==> src/hdl/gdad_pkg.sv <==
package gdad_pkg;

    // Field widths
    localparam int YEAR_W      = 14;
    localparam int MONTH_W     = 4;
    localparam int DAY_W       = 5;
    localparam int OFFSET_BITS = 16;
    // Working day count: offset plus day of month, with sign
    localparam int D_W         = OFFSET_BITS + 2;
    // Year cycle residue, 0..399
    localparam int YMOD_W      = 9;

    // Calendar constants
    localparam int MAX_YEAR    = 9999;
    localparam int YR_CYCLE    = 400;
    localparam int YR_CENTURY  = 100;
    localparam int MONTHS      = 12;
    localparam int M_JAN       = 1;
    localparam int M_FEB       = 2;
    localparam int M_APR       = 4;
    localparam int M_JUN       = 6;
    localparam int M_SEP       = 9;
    localparam int M_NOV       = 11;
    localparam int M_DEC       = 12;
    localparam int LEN_LONG    = 31;
    localparam int LEN_SHORT   = 30;
    localparam int LEN_FEB     = 28;

    // Controller states
    typedef enum logic {
        S_IDLE,
        S_RUN
    } t_state;

    // Controller to datapath commands
    typedef struct packed {
        logic load;
        logic step;
        logic load_out;
    } t_dp_cmd;

    // Datapath to controller status
    typedef struct packed {
        logic done;
    } t_dp_sts;

endpackage

==> src/hdl/gdad_ctrl.sv <==
module gdad_ctrl (
    input  logic              i_clk,
    input  logic              i_rst_n,
    input  logic              i_in_valid,
    output logic              o_in_ready,
    output logic              o_out_valid,
    input  logic              i_out_ready,
    input  gdad_pkg::t_dp_sts i_sts,
    output gdad_pkg::t_dp_cmd o_cmd
);
    import gdad_pkg::*;

    t_state r_state, n_state;
    logic   r_out_valid, n_out_valid;

    // State and output-valid registers
    always_ff @(posedge i_clk) begin
        if (!i_rst_n) begin
            r_state     <= S_IDLE;
            r_out_valid <= 1'b0;
        end else begin
            r_state     <= n_state;
            r_out_valid <= n_out_valid;
        end
    end

    // Next state and commands
    always_comb begin
        n_state     = r_state;
        n_out_valid = r_out_valid;
        o_cmd       = '0;
        o_in_ready  = 1'b0;
        if (r_out_valid && i_out_ready) begin
            n_out_valid = 1'b0;
        end
        unique case (r_state)
            S_IDLE: begin
                o_in_ready = 1'b1;
                if (i_in_valid) begin
                    o_cmd.load = 1'b1;
                    n_state    = S_RUN;
                end
            end
            S_RUN: begin
                if (!i_sts.done) begin
                    o_cmd.step = 1'b1;
                end else if (!r_out_valid) begin
                    // result register free: transfer result into it
                    o_cmd.load_out = 1'b1;
                    n_out_valid    = 1'b1;
                    n_state        = S_IDLE;
                end
            end
            default: n_state = S_IDLE;
        endcase
    end

    assign o_out_valid = r_out_valid;

endmodule

==> src/hdl/gdad_dp.sv <==
module gdad_dp (
    input  logic                           i_clk,
    input  gdad_pkg::t_dp_cmd              i_cmd,
    output gdad_pkg::t_dp_sts              o_sts,
    input  logic [gdad_pkg::YEAR_W-1:0]    i_start_year,
    input  logic [gdad_pkg::MONTH_W-1:0]   i_start_month,
    input  logic [gdad_pkg::DAY_W-1:0]     i_start_day,
    input  logic [gdad_pkg::OFFSET_BITS-1:0] i_day_offset,
    output logic [gdad_pkg::YEAR_W-1:0]    o_new_year,
    output logic [gdad_pkg::MONTH_W-1:0]   o_new_month,
    output logic [gdad_pkg::DAY_W-1:0]     o_new_day,
    output logic                           o_out_of_range
);
    import gdad_pkg::*;

    // Year modulo 400 by six conditional subtracts
    function automatic logic [YMOD_W-1:0] f_mod400(input logic [YEAR_W-1:0] y);
        logic [YEAR_W-1:0] r;
        r = y;
        for (int k = 5; k >= 0; k--) begin
            if (r >= YEAR_W'(YR_CYCLE << k)) begin
                r = r - YEAR_W'(YR_CYCLE << k);
            end
        end
        return r[YMOD_W-1:0];
    endfunction

    // Leap test from the 400-year residue
    function automatic logic f_leap(input logic [YMOD_W-1:0] r);
        return (r == '0) ||
               ((r[1:0] == 2'd0) && (r != YMOD_W'(YR_CENTURY)) &&
                (r != YMOD_W'(2 * YR_CENTURY)) && (r != YMOD_W'(3 * YR_CENTURY)));
    endfunction

    // Days in month
    function automatic logic [DAY_W-1:0] f_mlen(input logic [MONTH_W-1:0] m,
                                                input logic leap);
        logic [DAY_W-1:0] len;
        len = DAY_W'(LEN_LONG);
        if (m == MONTH_W'(M_FEB)) begin
            len = leap ? DAY_W'(LEN_FEB + 1) : DAY_W'(LEN_FEB);
        end else if (m == MONTH_W'(M_APR) || m == MONTH_W'(M_JUN) ||
                     m == MONTH_W'(M_SEP) || m == MONTH_W'(M_NOV)) begin
            len = DAY_W'(LEN_SHORT);
        end
        return len;
    endfunction

    // Working registers
    logic [YEAR_W-1:0]  r_y, n_y;
    logic [MONTH_W-1:0] r_m, n_m;
    logic signed [D_W-1:0] r_d, n_d;
    logic [YMOD_W-1:0]  r_ymod, n_ymod;
    logic               r_bad, n_bad;
    // Echo copy of the input date
    logic [YEAR_W-1:0]  r_y_in;
    logic [MONTH_W-1:0] r_m_in;
    logic [DAY_W-1:0]   r_d_in;
    // Result register
    logic [YEAR_W-1:0]  r_o_y;
    logic [MONTH_W-1:0] r_o_m;
    logic [DAY_W-1:0]   r_o_d;
    logic               r_o_bad;

    logic               leap;
    logic [DAY_W-1:0]   ml;
    logic [MONTH_W-1:0] m_prev;
    logic [DAY_W-1:0]   ml_prev;
    logic signed [D_W-1:0] ml_s;
    logic               fwd;
    logic               bwd;

    // Current month length and carry direction
    always_comb begin
        leap    = f_leap(r_ymod);
        ml      = f_mlen(r_m, leap);
        m_prev  = (r_m == MONTH_W'(M_JAN)) ? MONTH_W'(M_DEC) : r_m - MONTH_W'(1);
        // December is 31 days whatever the year
        ml_prev = f_mlen(m_prev, leap);
        ml_s    = $signed({{(D_W - DAY_W){1'b0}}, ml});
        fwd     = r_d > ml_s;
        bwd     = r_d <= $signed(D_W'(0));
    end

    assign o_sts.done = r_bad || (!fwd && !bwd);

    // Load and one month carry per step
    always_comb begin
        n_y    = r_y;
        n_m    = r_m;
        n_d    = r_d;
        n_ymod = r_ymod;
        n_bad  = r_bad;
        if (i_cmd.load) begin
            n_y    = i_start_year;
            n_m    = i_start_month;
            if (i_start_month == '0) begin
                n_m = MONTH_W'(M_JAN);
            end else if (i_start_month > MONTH_W'(MONTHS)) begin
                n_m = MONTH_W'(M_DEC);
            end
            n_bad  = (i_start_year == '0) || (32'(i_start_year) > MAX_YEAR);
            n_d    = $signed({{2{i_day_offset[OFFSET_BITS-1]}}, i_day_offset}) +
                     $signed({{(D_W - DAY_W){1'b0}}, i_start_day});
            n_ymod = f_mod400(i_start_year);
        end else if (i_cmd.step && !r_bad) begin
            if (fwd) begin
                n_d = r_d - ml_s;
                if (r_m == MONTH_W'(M_DEC)) begin
                    n_m = MONTH_W'(M_JAN);
                    if (32'(r_y) >= MAX_YEAR) begin
                        n_bad = 1'b1;
                    end else begin
                        n_y = r_y + YEAR_W'(1);
                    end
                    n_ymod = (r_ymod == YMOD_W'(YR_CYCLE - 1)) ? '0
                                                               : r_ymod + YMOD_W'(1);
                end else begin
                    n_m = r_m + MONTH_W'(1);
                end
            end else if (bwd) begin
                n_m = m_prev;
                n_d = r_d + $signed({{(D_W - DAY_W){1'b0}}, ml_prev});
                if (r_m == MONTH_W'(M_JAN)) begin
                    if (r_y <= YEAR_W'(1)) begin
                        n_bad = 1'b1;
                    end else begin
                        n_y = r_y - YEAR_W'(1);
                    end
                    n_ymod = (r_ymod == '0) ? YMOD_W'(YR_CYCLE - 1)
                                            : r_ymod - YMOD_W'(1);
                end
            end
        end
    end

    // Working and echo registers
    always_ff @(posedge i_clk) begin
        r_y    <= n_y;
        r_m    <= n_m;
        r_d    <= n_d;
        r_ymod <= n_ymod;
        r_bad  <= n_bad;
        if (i_cmd.load) begin
            r_y_in <= i_start_year;
            r_m_in <= i_start_month;
            r_d_in <= i_start_day;
        end
    end

    // Result register: echo input on out of range
    always_ff @(posedge i_clk) begin
        if (i_cmd.load_out) begin
            r_o_bad <= r_bad;
            if (r_bad) begin
                r_o_y <= r_y_in;
                r_o_m <= r_m_in;
                r_o_d <= r_d_in;
            end else begin
                r_o_y <= r_y;
                r_o_m <= r_m;
                r_o_d <= r_d[DAY_W-1:0];
            end
        end
    end

    assign o_new_year     = r_o_y;
    assign o_new_month    = r_o_m;
    assign o_new_day      = r_o_d;
    assign o_out_of_range = r_o_bad;

endmodule

==> src/hdl/gregorian_date_add_days_top.sv <==
// Sequential: after the input is loaded, months are carried one per cycle by the single
// carry step in the datapath; the result moves on once the output register is free.
// The next item is taken while a result waits in the output register.
// Reset: synchronous, active low; clears controller state and output valid only.
module gregorian_date_add_days_top (
    input  logic                             i_clk,
    input  logic                             i_rst_n,
    input  logic                             i_in_valid,
    output logic                             o_in_ready,
    input  logic [gdad_pkg::YEAR_W-1:0]      i_start_year,
    input  logic [gdad_pkg::MONTH_W-1:0]     i_start_month,
    input  logic [gdad_pkg::DAY_W-1:0]       i_start_day,
    input  logic [gdad_pkg::OFFSET_BITS-1:0] i_day_offset,
    output logic                             o_out_valid,
    input  logic                             i_out_ready,
    output logic [gdad_pkg::YEAR_W-1:0]      o_new_year,
    output logic [gdad_pkg::MONTH_W-1:0]     o_new_month,
    output logic [gdad_pkg::DAY_W-1:0]       o_new_day,
    output logic                             o_out_of_range
);
    import gdad_pkg::*;

    t_dp_cmd cmd;
    t_dp_sts sts;

    // Sequencer
    gdad_ctrl u_ctrl (
        .i_clk       (i_clk),
        .i_rst_n     (i_rst_n),
        .i_in_valid  (i_in_valid),
        .o_in_ready  (o_in_ready),
        .o_out_valid (o_out_valid),
        .i_out_ready (i_out_ready),
        .i_sts       (sts),
        .o_cmd       (cmd)
    );

    // Month carry datapath
    gdad_dp u_dp (
        .i_clk          (i_clk),
        .i_cmd          (cmd),
        .o_sts          (sts),
        .i_start_year   (i_start_year),
        .i_start_month  (i_start_month),
        .i_start_day    (i_start_day),
        .i_day_offset   (i_day_offset),
        .o_new_year     (o_new_year),
        .o_new_month    (o_new_month),
        .o_new_day      (o_new_day),
        .o_out_of_range (o_out_of_range)
    );

endmodule
==> config.mk <==
export PLATFORM = sky130hd
export DESIGN_NAME = gregorian_date_add_days_top
export DESIGN_NICKNAME = d
export VERILOG_FILES = /design/src/hdl/gdad_pkg.sv /design/src/hdl/gdad_ctrl.sv /design/src/hdl/gdad_dp.sv /design/src/hdl/gregorian_date_add_days_top.sv
export SDC_FILE = /design/constraint.sdc
export NUM_CORES = 1
export LEC_CHECK = 0
export BUFFER_PORTS_ARGS = -buffer_cell sky130_fd_sc_hd__buf_2
export CELL_PAD_IN_SITES_DETAIL_PLACEMENT = 1
export CELL_PAD_IN_SITES_GLOBAL_PLACEMENT = 1
export CORE_MARGIN = 2
export CORE_UTILIZATION = 50
export CTS_CLUSTER_DIAMETER = 100
export DETAILED_ROUTE_END_ITERATION = 7
export HOLD_SLACK_MARGIN = 0.12
export PLACE_DENSITY_LB_ADDON = 0.1
export SLEW_MARGIN = 15
export SYNTH_ARGS = -nofsm -noshare
export SYNTH_HDL_FRONTEND = slang
export SYNTH_HIERARCHICAL = 1
export SYNTH_SLANG_ARGS = --single-unit
==> constraint.sdc <==
create_clock -name i_clk -period 10.3 [get_ports i_clk]
set_input_delay 1.03 -clock i_clk [delete_from_list [all_inputs] [get_ports i_clk]]
set_output_delay 1.03 -clock i_clk [all_outputs]
set_load 0.05 [all_outputs]
# Word level (Yosys, flattened, before mapping)

Cells that the tools add are included.

Mux-type cells: 69
Div/mod/pow operators: 0
Reduce and logical (&&, ||, !) cells: 30
Equality and inequality tests: 20
Bitwise gates (word level): 1
$lt $le $gt $ge: 12
$add $sub $neg: 15
Shift operators: 0
Multiply operators: 0

Operators by type and width:

| operator                                                                           | count |
|---|---|
| 14-bit 2-to-1 mux                                                                  | 19 |
| 9-bit 2-to-1 mux                                                                   | 9 |
| 18-bit 2-to-1 mux                                                                  | 4 |
| 4-bit 2-to-1 mux                                                                   | 9 |
| 14-bit >= comparator (second input constant)                                       | 2 |
| 1-bit 2-to-1 mux                                                                   | 23 |
| 4-bit == test (second input constant)                                              | 5 |
| 18-bit by 6-bit adder with 18-bit output                                           | 1 |
| 18-bit by 6-bit greater-than comparator with 1-bit output                          | 1 |
| 18-bit by 1-bit less-or-equal comparator with 1-bit output (second input constant) | 1 |
| 18-bit by 6-bit subtractor with 18-bit output                                      | 1 |
| 16-bit by 6-bit adder with 17-bit output                                           | 1 |
| 4-bit by 3-bit == test with 1-bit output (second input constant)                   | 4 |
| 5-bit 2-to-1 mux                                                                   | 3 |
| 14-bit by 1-bit adder with 14-bit output (second input constant)                   | 1 |
| 14-bit by 10-bit >= comparator with 1-bit output (second input constant)           | 1 |
| 14-bit by 11-bit >= comparator with 1-bit output (second input constant)           | 1 |
| 14-bit by 12-bit >= comparator with 1-bit output (second input constant)           | 1 |
| 14-bit by 13-bit >= comparator with 1-bit output (second input constant)           | 1 |
| 14-bit by 9-bit >= comparator with 1-bit output (second input constant)            | 1 |
| 14-bit greater-than comparator (second input constant)                             | 1 |
| 14-bit by 1-bit less-or-equal comparator with 1-bit output (second input constant) | 1 |
| 14-bit logical NOT                                                                 | 1 |
| 14-bit by 1-bit subtractor with 14-bit output (second input constant)              | 1 |
| 33 further kinds                                                                   | 54 |

Bits in writable memories: 0
Bits of input ports: 43
Output and inout port bits: 26
Memories kept: 0
Register bits: 95
Bits in latches: 0
Bits in read-only memories: 0

# Logic depth before layout (Yosys ltp)

Gate-level depths: netlist of the first run.

Word-level depth: 18
Depth in mapped cells: 24
Mapped depth without buffers: 23

# Modules after synthesis

Netlist of the first run, hierarchy kept.

Modules (own cells, without submodules):

| module    | cells each | area each (um^2) | times used |
|---|---|---|---|
| gdad_dp   | 763        | 7086.8           | 1 |
| gdad_ctrl | 10         | 91.3             | 1 |

# Worst setup path after synthesis of the first run

OpenSTA, ideal clock, no wires.

Path type: input -> register
From: in i_start_year[11] in the netlist's numbering
To: reg u_dp.r_ymod[8] (data pin)
Required time: 10.041 ns
Buffers on the path: 3
Stages on the path: 24
Data arrival time: 5.804 ns
Path slack: 4.237 ns
Cells stage by stage: clkbuf_1 -> o21bai_1 -> mux2_2 -> ha_1 -> clkbuf_1 -> nor2b_1 -> or3_1 -> and3_1 -> buf_6 -> a21oi_1 -> ha_1 -> inv_1 -> nor3_1 -> a32oi_4 -> a311oi_2 -> xor2_1 -> ha_1 -> inv_1 -> o211ai_1 -> nor4bb_1 -> o221ai_1 -> nor2_2 -> nor4b_1 -> a211o_1

Word-level cells in the longest chain between the ends: 18
Elaborated cells between the ends (all ways): 24
Those cells by class: add/sub (6); order compare (6); mux (12)

Ends and longest elaborated chain:

| item                                                                                                               | RTL line                          | text |
|---|---|---|
| start, declared                                                                                                    | gregorian_date_add_days_top.sv:10 | `input logic [gdad_pkg::YEAR_W-1:0] i_start_year,` |
| 14-bit subtractor or 14-bit >= comparator (tied branches)                                                          | gdad_dp.sv:22, gdad_dp.sv:21      |  |
| 14-bit 2-to-1 mux (*)                                                                                              | gdad_dp.sv:21                     | `if (r >= YEAR_W'(YR_CYCLE << k)) begin` |
| 14-bit 2-to-1 mux (*)                                                                                              | gdad_dp.sv:94                     | `if (i_cmd.load) begin` |
| 14-bit by 13-bit subtractor with 14-bit output or 14-bit by 13-bit >= comparator with 1-bit output (tied branches) | gdad_dp.sv:22, gdad_dp.sv:21      |  |
| 14-bit 2-to-1 mux (*)                                                                                              | gdad_dp.sv:21                     |  |
| 14-bit 2-to-1 mux (*)                                                                                              | gdad_dp.sv:94                     |  |
| 14-bit by 12-bit subtractor with 14-bit output or 14-bit by 12-bit >= comparator with 1-bit output (tied branches) | gdad_dp.sv:22, gdad_dp.sv:21      |  |
| 14-bit 2-to-1 mux (*)                                                                                              | gdad_dp.sv:21                     |  |
| (+3 left out)                                                                                                      | --                                |  |
| 14-bit 2-to-1 mux (*)                                                                                              | gdad_dp.sv:94                     |  |
| 14-bit by 10-bit subtractor with 14-bit output or 14-bit by 10-bit >= comparator with 1-bit output (tied branches) | gdad_dp.sv:22, gdad_dp.sv:21      |  |
| 14-bit 2-to-1 mux (*)                                                                                              | gdad_dp.sv:21                     |  |
| 14-bit 2-to-1 mux (*)                                                                                              | gdad_dp.sv:94                     |  |
| 14-bit by 9-bit >= comparator with 1-bit output or 9-bit subtractor (tied branches)                                | gdad_dp.sv:21, gdad_dp.sv:22      |  |
| 9-bit 2-to-1 mux (*)                                                                                               | gdad_dp.sv:21                     |  |
| 9-bit 2-to-1 mux (*)                                                                                               | gdad_dp.sv:94                     |  |
| via u_dp.n_ymod[8]                                                                                                 | gdad_dp.sv:53                     | `logic [YMOD_W-1:0] r_ymod, n_ymod;` |
| end signal, assigned                                                                                               | gdad_dp.sv:142                    | `r_ymod <= n_ymod;` |
| end, declared                                                                                                      | gdad_dp.sv:53                     |  |

Mark *: on every way through the listed nets, which the timed path passes. The rest lies on a longest branch. The select of a mux whose other input is x is not followed.
A chain may end at the register's enable or synchronous reset.

# Worst setup path after layout of the first run

From: in i_start_year[13] in the netlist's numbering
To: reg u_dp.r_ymod[8] (data pin)

Same word-level chain as after synthesis.

==> results, run 1 <==
- The run finished with clean final reports.
- Counting instances, the worst hold path has a depth of 2.
- The overall die area is approximately 15,000 um2.
- The half-perimeter wire length after detailed placement is ~14,000 um.
- Global routing used 26.7% of the available tracks.
- The endpoint of the most critical register-to-register path is u_dp/r_y[12].
- The clock tree buffer depth is 2.
- The power share of the combinational group is about a third.
- The number of different library cells in the post-synthesis netlist is 86.
- STA classifies the critical path startpoint as a primary input.
- TritonCTS built the clock tree.
- For this configuration, the core starts out at a cell density of 51.5%.
- Clock latency on the worst-skew pair, taken at its later pin, is 350 ps.
- The signal on the critical path passes through buf_2, nand2_1, mux2_2, ha_1, nor2b_1, or3_1, and3_1, a21oi_1, ha_1, o21a_1, a211oi_1, o22ai_1, a311oi_2, xor2_1, ha_1, inv_1, o211ai_1, nor4bb_1, o221ai_1, nor2_2, nor4b_1, a211o_1.
- The area growth from synthesis to layout is 10.2%.
- The post-synthesis async set-or-reset flop share is 0%.
- STA puts the critical path data arrival time at 6630 ps.
- The final critical path takes up a little under two thirds of the cycle.
- The total power after layout is between 0.001 and 0.0015 W.
- The sequential-to-total area share from yosys stat is between 30% and 40%.
- In this run the most critical hold path is launched from u_dp/r_m_in[2].
- Dividing total power by cell area gives a power density of 158 nW/um2.
- TritonCTS created 9 clock buffers.
- The sequential cell fraction of total power is between 40% and 50%.
- The worst clock skew is between 10 and 15 ps.
- The critical path buffer and inverter count is 2.
- The initial antenna violation count is 0.
- Setup repair after global routing left no endpoint under its margin.
- For this run, design rule violations remaining after detail routing come to 0.
- The detail route stage leaves a number of antenna-violating nets equal to 0.
- The setup-violating endpoint count in the final report is 0.
- The number of gates resized after cts is 0.
- For hold timing, the worst endpoint is u_dp/o_new_month[2].
- The pin count of the biggest net entering global routing is between 60 and 70.
- The final layout contains slightly below 900 nets.
- In the final routed layout, each cell accounts on average for 19.8 um.
- Among all flip-flop cells after synthesis, the most frequent one is sky130_fd_sc_hd__edfxtp_1.
- The number of nets in the synthesized netlist is between 800 and 900.
- In this run the count of I/O pins placed on the die edge is 69.
- The clock network burns 27.3% of the power.
- 0 antenna diodes ended up in the layout.
- The highest cell delay on the worst timing path is 450 ps.
- The number of hold buffers added after CTS is 0.
- The required arrival time at the worst endpoint is between 10,000 and 15,000 ps.
- The analysis attributes to net switching a power of around 0.00044 W.
- The via count of the routed design is 6,189.
- Counting cells, the worst reg-to-reg path comes to 24.
- The max-slew headroom at the worst pin is around two fifths.
- The die is roughly 120 um tall.
- In this run, the number of DRC markers left after iteration 0 of detailed routing was around 470.
- In this run the worst hold path is classified as reg2reg.
- The number of global-route vias before repair was about 6,400.
- The final critical delay including setup and external delays is between 6000 and 7000 ps.
- The synthesized netlist cell count is 773.
- The total detailed-routing wirelength is between 15,000 and 20,000 um.
- The setup TNS is 0 ps.
- The floorplan step defined a core boundary enclosing 13,900 um2.
- The first-pass GRT wire length is around 32,000 um.
- The number of vias per cell is between 6 and 7.
- Along the worst path, the maximum fanout reaches 16.
- The die is ~120 um wide.
- The critical path is of the in2reg type.
- The critical path runs through a total of 22 cells.
- The clock tree synthesis step divided the H-tree into 3 levels.
- The fraction of power spent switching nets is a little over a third.
- The slowest stage of the critical path is the sky130_fd_sc_hd__and3_1 cell.
- The cell sitting at the root of the clock tree is a sky130_fd_sc_hd__clkbuf_16.
- During synthesis, Yosys emitted a total of 6 warnings.
- The final number of max-transition violations is 0.
- The maximum ir drop on the vdd rail is 0.0820 mV.
- The endpoint class of the critical path is a flop.
- The count of endpoints failing hold in the final timing report is 0.
- The design internal power is between 0.0008 and 0.0009 W.
- The worst-case register-to-register setup slack is around 5000 ps.
- The post-CTS setup repair buffer count is 0.
- The cell family contributing the most delay on the critical path is compound AO/OA/AOI/OAI gates.
- The sum of overflow across all layers after global routing is 0.
- Based on the critical path, the design can be clocked at up to 153 MHz.
- For the pin with the worst max-slew slack, the measured transition is about 920 ps.
- The analysis attributes to cell leakage a power of 2.90 nW.
- Cells with a size suffix above 1 make up between 10% and 20% of the layout.
- The first detailed-routing pass ran for 6 iterations.
- The critical register-to-register path startpoint is u_dp/r_ymod[5].
- The floorplan has 43 rows.
- The total of max-cap violations is 0.
- Summing every instance area after synthesis gives roughly 7200 um2.
- In this design, the critical path's most frequently occurring cell is sky130_fd_sc_hd__ha_1.
- In this run the tool buffered the top-level ports with between 60 and 70 buffer cells.
- The number of clock sinks is 95.
- The synthesized flop and latch total is between 90 and 100.
- The routability-driven placement congestion ratio is ~0.89.
- Clock-pin slew was measured on the worst setup and hold paths at approximately 70 ps.
- Averaged over all synthesized cells, the footprint is between 9 and 10 um2.
- Yosys mapped a number of flops with a built-in enable equal to between 90 and 100.
## kinds of logic after synthesis
family	count (synthesis)	synth area share (%)
simple gates	272	19.2
fa+ha+maj	29	5.37
flops	95	39.5
compound gates	212	20.4
buf+inv	84	4.60
mux	25	4.18
xor+xnor	56	6.83
## power by group through the flow
stage	Sequential, W	Clock, W	Combinational (W)
2_1_floorplan	0.000506	0	0.000297
3_3_place_gp	0.000511	0	0.000371
3_5_place_dp	0.000514	0	0.000392
4_1_cts	0.000507	0.000346	0.000396
5_1_grt	0.000513	0.000362	0.000439
6_report	0.000507	0.000340	0.000399
## registers in the layout, summed over array words and instances, names as in the netlist
signal	count
u_dp/r_y	14
u_ctrl/o_out_valid	1
u_dp/r_d	18
u_dp/r_d_in	5
u_ctrl/r_state	1
u_dp/r_bad	1
u_dp/o_new_day	5
u_dp/r_m	4
u_dp/o_new_year	14
u_dp/r_m_in	4
u_dp/r_y_in	14
u_dp/o_new_month	4
u_dp/r_ymod	9
u_dp/o_out_of_range	1
## synthesized netlist by cell type, types with 4 or more instances
master / number / area share, %
sky130_fd_sc_hd__o211ai_1: 4 / 0.42
sky130_fd_sc_hd__mux2_2: 20 / 3.1
sky130_fd_sc_hd__clkbuf_1: 38 / 2.0
sky130_fd_sc_hd__a21oi_1: 37 / 2.6
sky130_fd_sc_hd__a22oi_1: 4 / 0.42
sky130_fd_sc_hd__or3_1: 4 / 0.35
sky130_fd_sc_hd__and3_1: 14 / 1.2
sky130_fd_sc_hd__nand4_1: 8 / 0.70
sky130_fd_sc_hd__a32oi_1: 4 / 0.49
sky130_fd_sc_hd__xor2_1: 26 / 3.2
sky130_fd_sc_hd__xnor2_1: 30 / 3.7
sky130_fd_sc_hd__o2111ai_1: 6 / 0.73
sky130_fd_sc_hd__o21a_1: 4 / 0.42
sky130_fd_sc_hd__and4_1: 6 / 0.73
sky130_fd_sc_hd__ha_1: 26 / 4.5
sky130_fd_sc_hd__a21o_1: 7 / 0.73
sky130_fd_sc_hd__a211oi_1: 10 / 1.0
sky130_fd_sc_hd__o21ai_0: 68 / 4.7
sky130_fd_sc_hd__o22ai_1: 4 / 0.35
sky130_fd_sc_hd__nor3_1: 28 / 2.0
sky130_fd_sc_hd__nand3_1: 34 / 2.4
sky130_fd_sc_hd__inv_1: 38 / 2.0
sky130_fd_sc_hd__nor4_1: 14 / 1.2
sky130_fd_sc_hd__and2_1: 4 / 0.35
sky130_fd_sc_hd__nor2_1: 44 / 2.3
sky130_fd_sc_hd__a31oi_1: 8 / 0.70
sky130_fd_sc_hd__nand2b_1: 6 / 0.52
sky130_fd_sc_hd__nand2_1: 80 / 4.2
sky130_fd_sc_hd__edfxtp_1: 93 / 39
sky130_fd_sc_hd__nor2b_1: 10 / 0.87
sky130_fd_sc_hd__or4_1: 4 / 0.42
## how the worst max path moves through the flow
stage / startpoint / end / slack [ps]
finish: i_start_year[13] / u_dp/r_ymod[8] / 3780
global route: i_start_year[13] / u_dp/r_ymod[8] / 3360
CTS: i_start_year[13] / u_dp/r_ymod[8] / 3850
detailed placement: i_start_year[13] / u_dp/r_ymod[8] / 3500
global placement: i_start_year[13] / u_dp/r_ymod[8] / 3820
floorplan: i_start_year[11] / u_dp/r_ymod[8] / 4240
## layout by cell type, fill, tap and decap left out, types with 6 or more instances in the layout
cell type / count
sky130_fd_sc_hd__xnor2_1: 30
sky130_fd_sc_hd__a31oi_1: 8
sky130_fd_sc_hd__edfxtp_1: 93
sky130_fd_sc_hd__nor4_1: 14
sky130_fd_sc_hd__a211oi_1: 10
sky130_fd_sc_hd__xor2_1: 26
sky130_fd_sc_hd__and4_1: 6
sky130_fd_sc_hd__nand2_1: 80
sky130_fd_sc_hd__a21o_1: 7
sky130_fd_sc_hd__o21ai_0: 68
sky130_fd_sc_hd__nor3_1: 28
sky130_fd_sc_hd__ha_1: 26
sky130_fd_sc_hd__a21oi_1: 37
sky130_fd_sc_hd__buf_2: 68
sky130_fd_sc_hd__buf_4: 7
sky130_fd_sc_hd__nand2b_1: 6
sky130_fd_sc_hd__mux2_2: 20
sky130_fd_sc_hd__nand3_1: 34
sky130_fd_sc_hd__inv_1: 38
sky130_fd_sc_hd__nand4_1: 8
sky130_fd_sc_hd__clkbuf_16: 9
sky130_fd_sc_hd__nor2_1: 44
sky130_fd_sc_hd__nor2b_1: 9
sky130_fd_sc_hd__and3_1: 14
sky130_fd_sc_hd__o2111ai_1: 6
## worst min-delay path, delay by kind of cell (launching register included)
| kind | cells | cell delay (ps) |
|---|---|---|
| DFF | 1 | 330 |
| AOI/OAI and AO/OA | 1 | 60 |
| and+or+nand+nor | 1 | 50 |
## final cells by class
| type | count | area (um2) |
|---|---|---|
| repair buffers | 75 | 393 |
| clock buffers | 10 | 229 |
| inverters | 38 | 143 |
| clock inverters | 6 | 67.6 |
| well taps | 180 | 225 |
| flip-flops and latches | 95 | 2830 |
| multi-input cells | 594 | 4020 |
| fillers | 1607 | 6020 |
## per-stage QoR
stage	utilization, %	hold slack, ps	setup WS, ps	area (um2)	cells
5_1_grt	56.8	579	3360	7910	998
3_3_place_gp	54.7	511	3820	7620	982
3_5_place_dp	54.7	535	3500	7620	982
6_report	56.8	550	3780	7910	998
2_1_floorplan	-	490	4240	7180	773
4_1_cts	56.8	555	3850	7910	998
## routing by layer
| metal | up-vias | track usage, % | share of wire [%] |
|---|---|---|---|
| met5 | - | 0 | 0 |
| met2 | 154 | 46.3 | 49 |
| li1 | 2969 | - | - |
| met3 | 23 | 3.71 | 4.5 |
| met1 | 3043 | 35.0 | 45 |
| met4 | 0 | 7.10 | 1.3 |
Note: power is estimated with default switching activity, not from simulation.
==> run 2: changes to the inputs <==
Settings changed: CORE_UTILIZATION 50 to 42.
Clock period 10.3 ns to 5.83 ns, I/O delays scaled along.
==> results, run 2 (synthesis gave the netlist of run 1 again) <==
- STA classifies the critical path endpoint as a flop.
- The starting utilization of the core area is 43.1% (-8.4 points).
- The first-pass GRT wire length came to 32,000 um (-0.43%).
- The clock-pin slew reported for the worst setup and hold paths after clock tree synthesis was 70 ps (about the same).
- The core area was 16,600 um2 (+19%).
- In this design, the critical path's most frequently occurring cell is sky130_fd_sc_hd__ha_1.
- The cell sitting at the root of the clock tree is a sky130_fd_sc_hd__clkbuf_16.
- The number of flip-flops in the largest register came to 18 (unchanged).
- The post-place setup slack was -92.2 ps (-3590 ps).
- The power density relative to cell area is 283 nW/um2 (+80%).
- Setup repair after global routing left no endpoint under its margin.
- For this run, the top clock speed supported by timing is roughly 180 MHz.
- The final critical path takes up about 93% of the cycle.
- The height of the die is 135 um (+8.8%).
- The width of the chip was 135 um (+8.8%).
- The total of max-cap violations was 0 (unchanged).
- The clock tree from TritonCTS is built.
- The detailed-router iteration count before antenna repair was 5 (-1).
- The wire length per cell is 18.7 um (-5.2%).
- The DRC marker count from the first detailed-route iteration is 361 (-23%).
- The area growth from synthesis to layout is 13.1%.
- The library cells used most frequently in the layout, excluding fill and tap cells, are sky130_fd_sc_hd__edfxtp_1, sky130_fd_sc_hd__nand2_1, sky130_fd_sc_hd__buf_2, sky130_fd_sc_hd__o21ai_0, sky130_fd_sc_hd__nor2_1.
- The cell family contributing the most delay on the critical path is compound AO/OA/AOI/OAI gates.
- The leakage dissipation is 2.99 nW (+3.1%).
- The number of nets in the final layout came to 899 (+1.6%).
- The remaining antenna violation count after routing is 0 (unchanged).
- The highest cell delay on the worst timing path is 410 ps (-40 ps).
- The worst path in the final design needs a cycle of 5440 ps, including I/O delays and setup.
- Walking the worst path, the cells encountered are buf_2, o21bai_1, mux2_2, ha_1, nor2b_1, or3_1, and3_2, a21oi_1, ha_1, o21a_1, or2_2, o22ai_1, a311oi_2, xor2_1, ha_1, inv_1, o211ai_1, nor4bb_2, o221ai_1, nor2_4, nor4b_1, a211o_1.
- The number of buffers added by the clock tree synthesis step was 9 (unchanged).
- The number of global-route vias before repair is 6,234 (-2.4%).
- The number of top-level design ports is 69 (unchanged).
- The end-of-flow core utilization is 48.8% (-8.0 points).
- Leaving out fill and tap cells, the most frequent cell in the layout is sky130_fd_sc_hd__edfxtp_1.
- The worst clock skew is 6.25 ps (-4.94 ps).
- The setup slack of the critical path after layout is 386 ps (-3390 ps).
- The highest net fanout along the worst path was 15 (-1).
- The path class of the tightest hold or removal check is in2reg.
- The number of vias per cell came to 5.85 (-5.7%).
- The pin count of the biggest net entering global routing is 72 (+14%).
- The count of endpoints failing hold in the final timing report came to 0 (unchanged).
- The number of hold buffers added after CTS is 0 (unchanged).
- The total track usage is 22.1% (-4.6 points).
- The maximum ir drop on the vdd rail is 0.139 mV (+70%).
- The total power after layout is 0.00230 W (+84%).
- The critical path startpoint category is a primary input.
- The clock tree buffer depth was 2 (unchanged).
- The final number of max-transition violations is 0 (unchanged).
- The initial antenna violation count is 0 (unchanged).
- The CTS H-tree depth was 3 (unchanged).
- The run finished with clean final reports.
- The clock latency reported for the late side of the worst-skew pair was 350 ps (about the same).
- The setup-violating endpoint count in the final report came to 0 (unchanged).
- The final antenna diode count is 0 (unchanged).
- The max-slew headroom at the worst pin is 38.0% (-0.31 points).
- The site row count was 47 (+9.3%).
- The number of input and output port buffers inserted is 68 (unchanged).
- More flip-flops sit in one register than any other, and that register is u_dp/r_d.
- The pin slew with the least headroom to its limit was 929 ps (+4.72 ps).
- The overall die area was 18,200 um2 (+18%).
- The path type of the worst setup path is in2reg.
- The total detailed-routing wirelength is 19,700 um (-0.12%).
- The critical path buffer and inverter count is 2 (unchanged).
- The share of layout cells above drive strength 1 is 18.7% (+1.5 points).
- The worst path arrival time was 5550 ps (-1080 ps).
- The sum of overflow across all layers after global routing is 0 (unchanged).
- The routability-driven placement congestion ratio is 0.913 (+2.7%).
- The master of the slowest instance on the critical path is sky130_fd_sc_hd__a311oi_2.
- The via count of the routed design is 6,145 (-0.71%).
- The required arrival time at the worst endpoint came to 5940 ps (-4460 ps).
- The half-perimeter wire length after detailed placement is 14,600 um (+2.5%).
- The number of clock sinks was 95 (unchanged).
- The number of remaining DRC errors is 0 (unchanged).
## run 2: power by group
group          switching (W)  total (W)  internal [W]
clock               0.000261   0.000677      0.000416
combinational       0.000443   0.000726      0.000283
sequential         0.0000657   0.000895      0.000829
total               0.000769    0.00230       0.00153
## run 2: area by class of cell
type | instances | area (um2)
tap | 220 | 275
timing repair buffer | 89 | 498
clock buffer | 9 | 225
fill | 1923 | 8520
sequential | 95 | 2830
multi-input combinational | 594 | 4040
clock inverter | 6 | 110
inverter | 38 | 143
## run 2: final timing paths
check,slack (ps),endpoint,cells past startpoint,from
setup / recovery,390,u_dp/r_ymod[8],22,i_start_year[11]
hold / removal,420,u_dp/r_d_in[3],1,i_start_day[3]
setup reg to reg,920,u_dp/r_y[8],23,u_dp/r_ymod[5]
hold reg to reg,540,u_dp/o_new_month[2],2,u_dp/r_m_in[2]
## run 2: routing by layer
layer | up-vias | share of wire, % | track usage (%)
li1 | 2992 | - | -
met1 | 3027 | 48 | 29.8
met2 | 112 | 47 | 36.9
met3 | 14 | 3.5 | 3.30
met4 | 0 | 1.2 | 6.14
met5 | - | 0 | 0
## run 2: stage by stage
step | cells | cell area (um2) | hold WS [ps] | TNS (ps)
global placement | 1035 | 7760 | 511 | 0
CTS | 1050 | 8100 | 410 | 0
floorplan | 773 | 7180 | 490 | 0
global route | 1051 | 8120 | 411 | 0
detailed placement | 1035 | 7760 | 529 | -97.4
finish | 1051 | 8120 | 424 | 0
## run 2: timing repair
item                                    in CTS  in global routing
endpoints found under the setup margin       0                  5
setup buffers                                0                  1
gates resized for setup                      0                  3
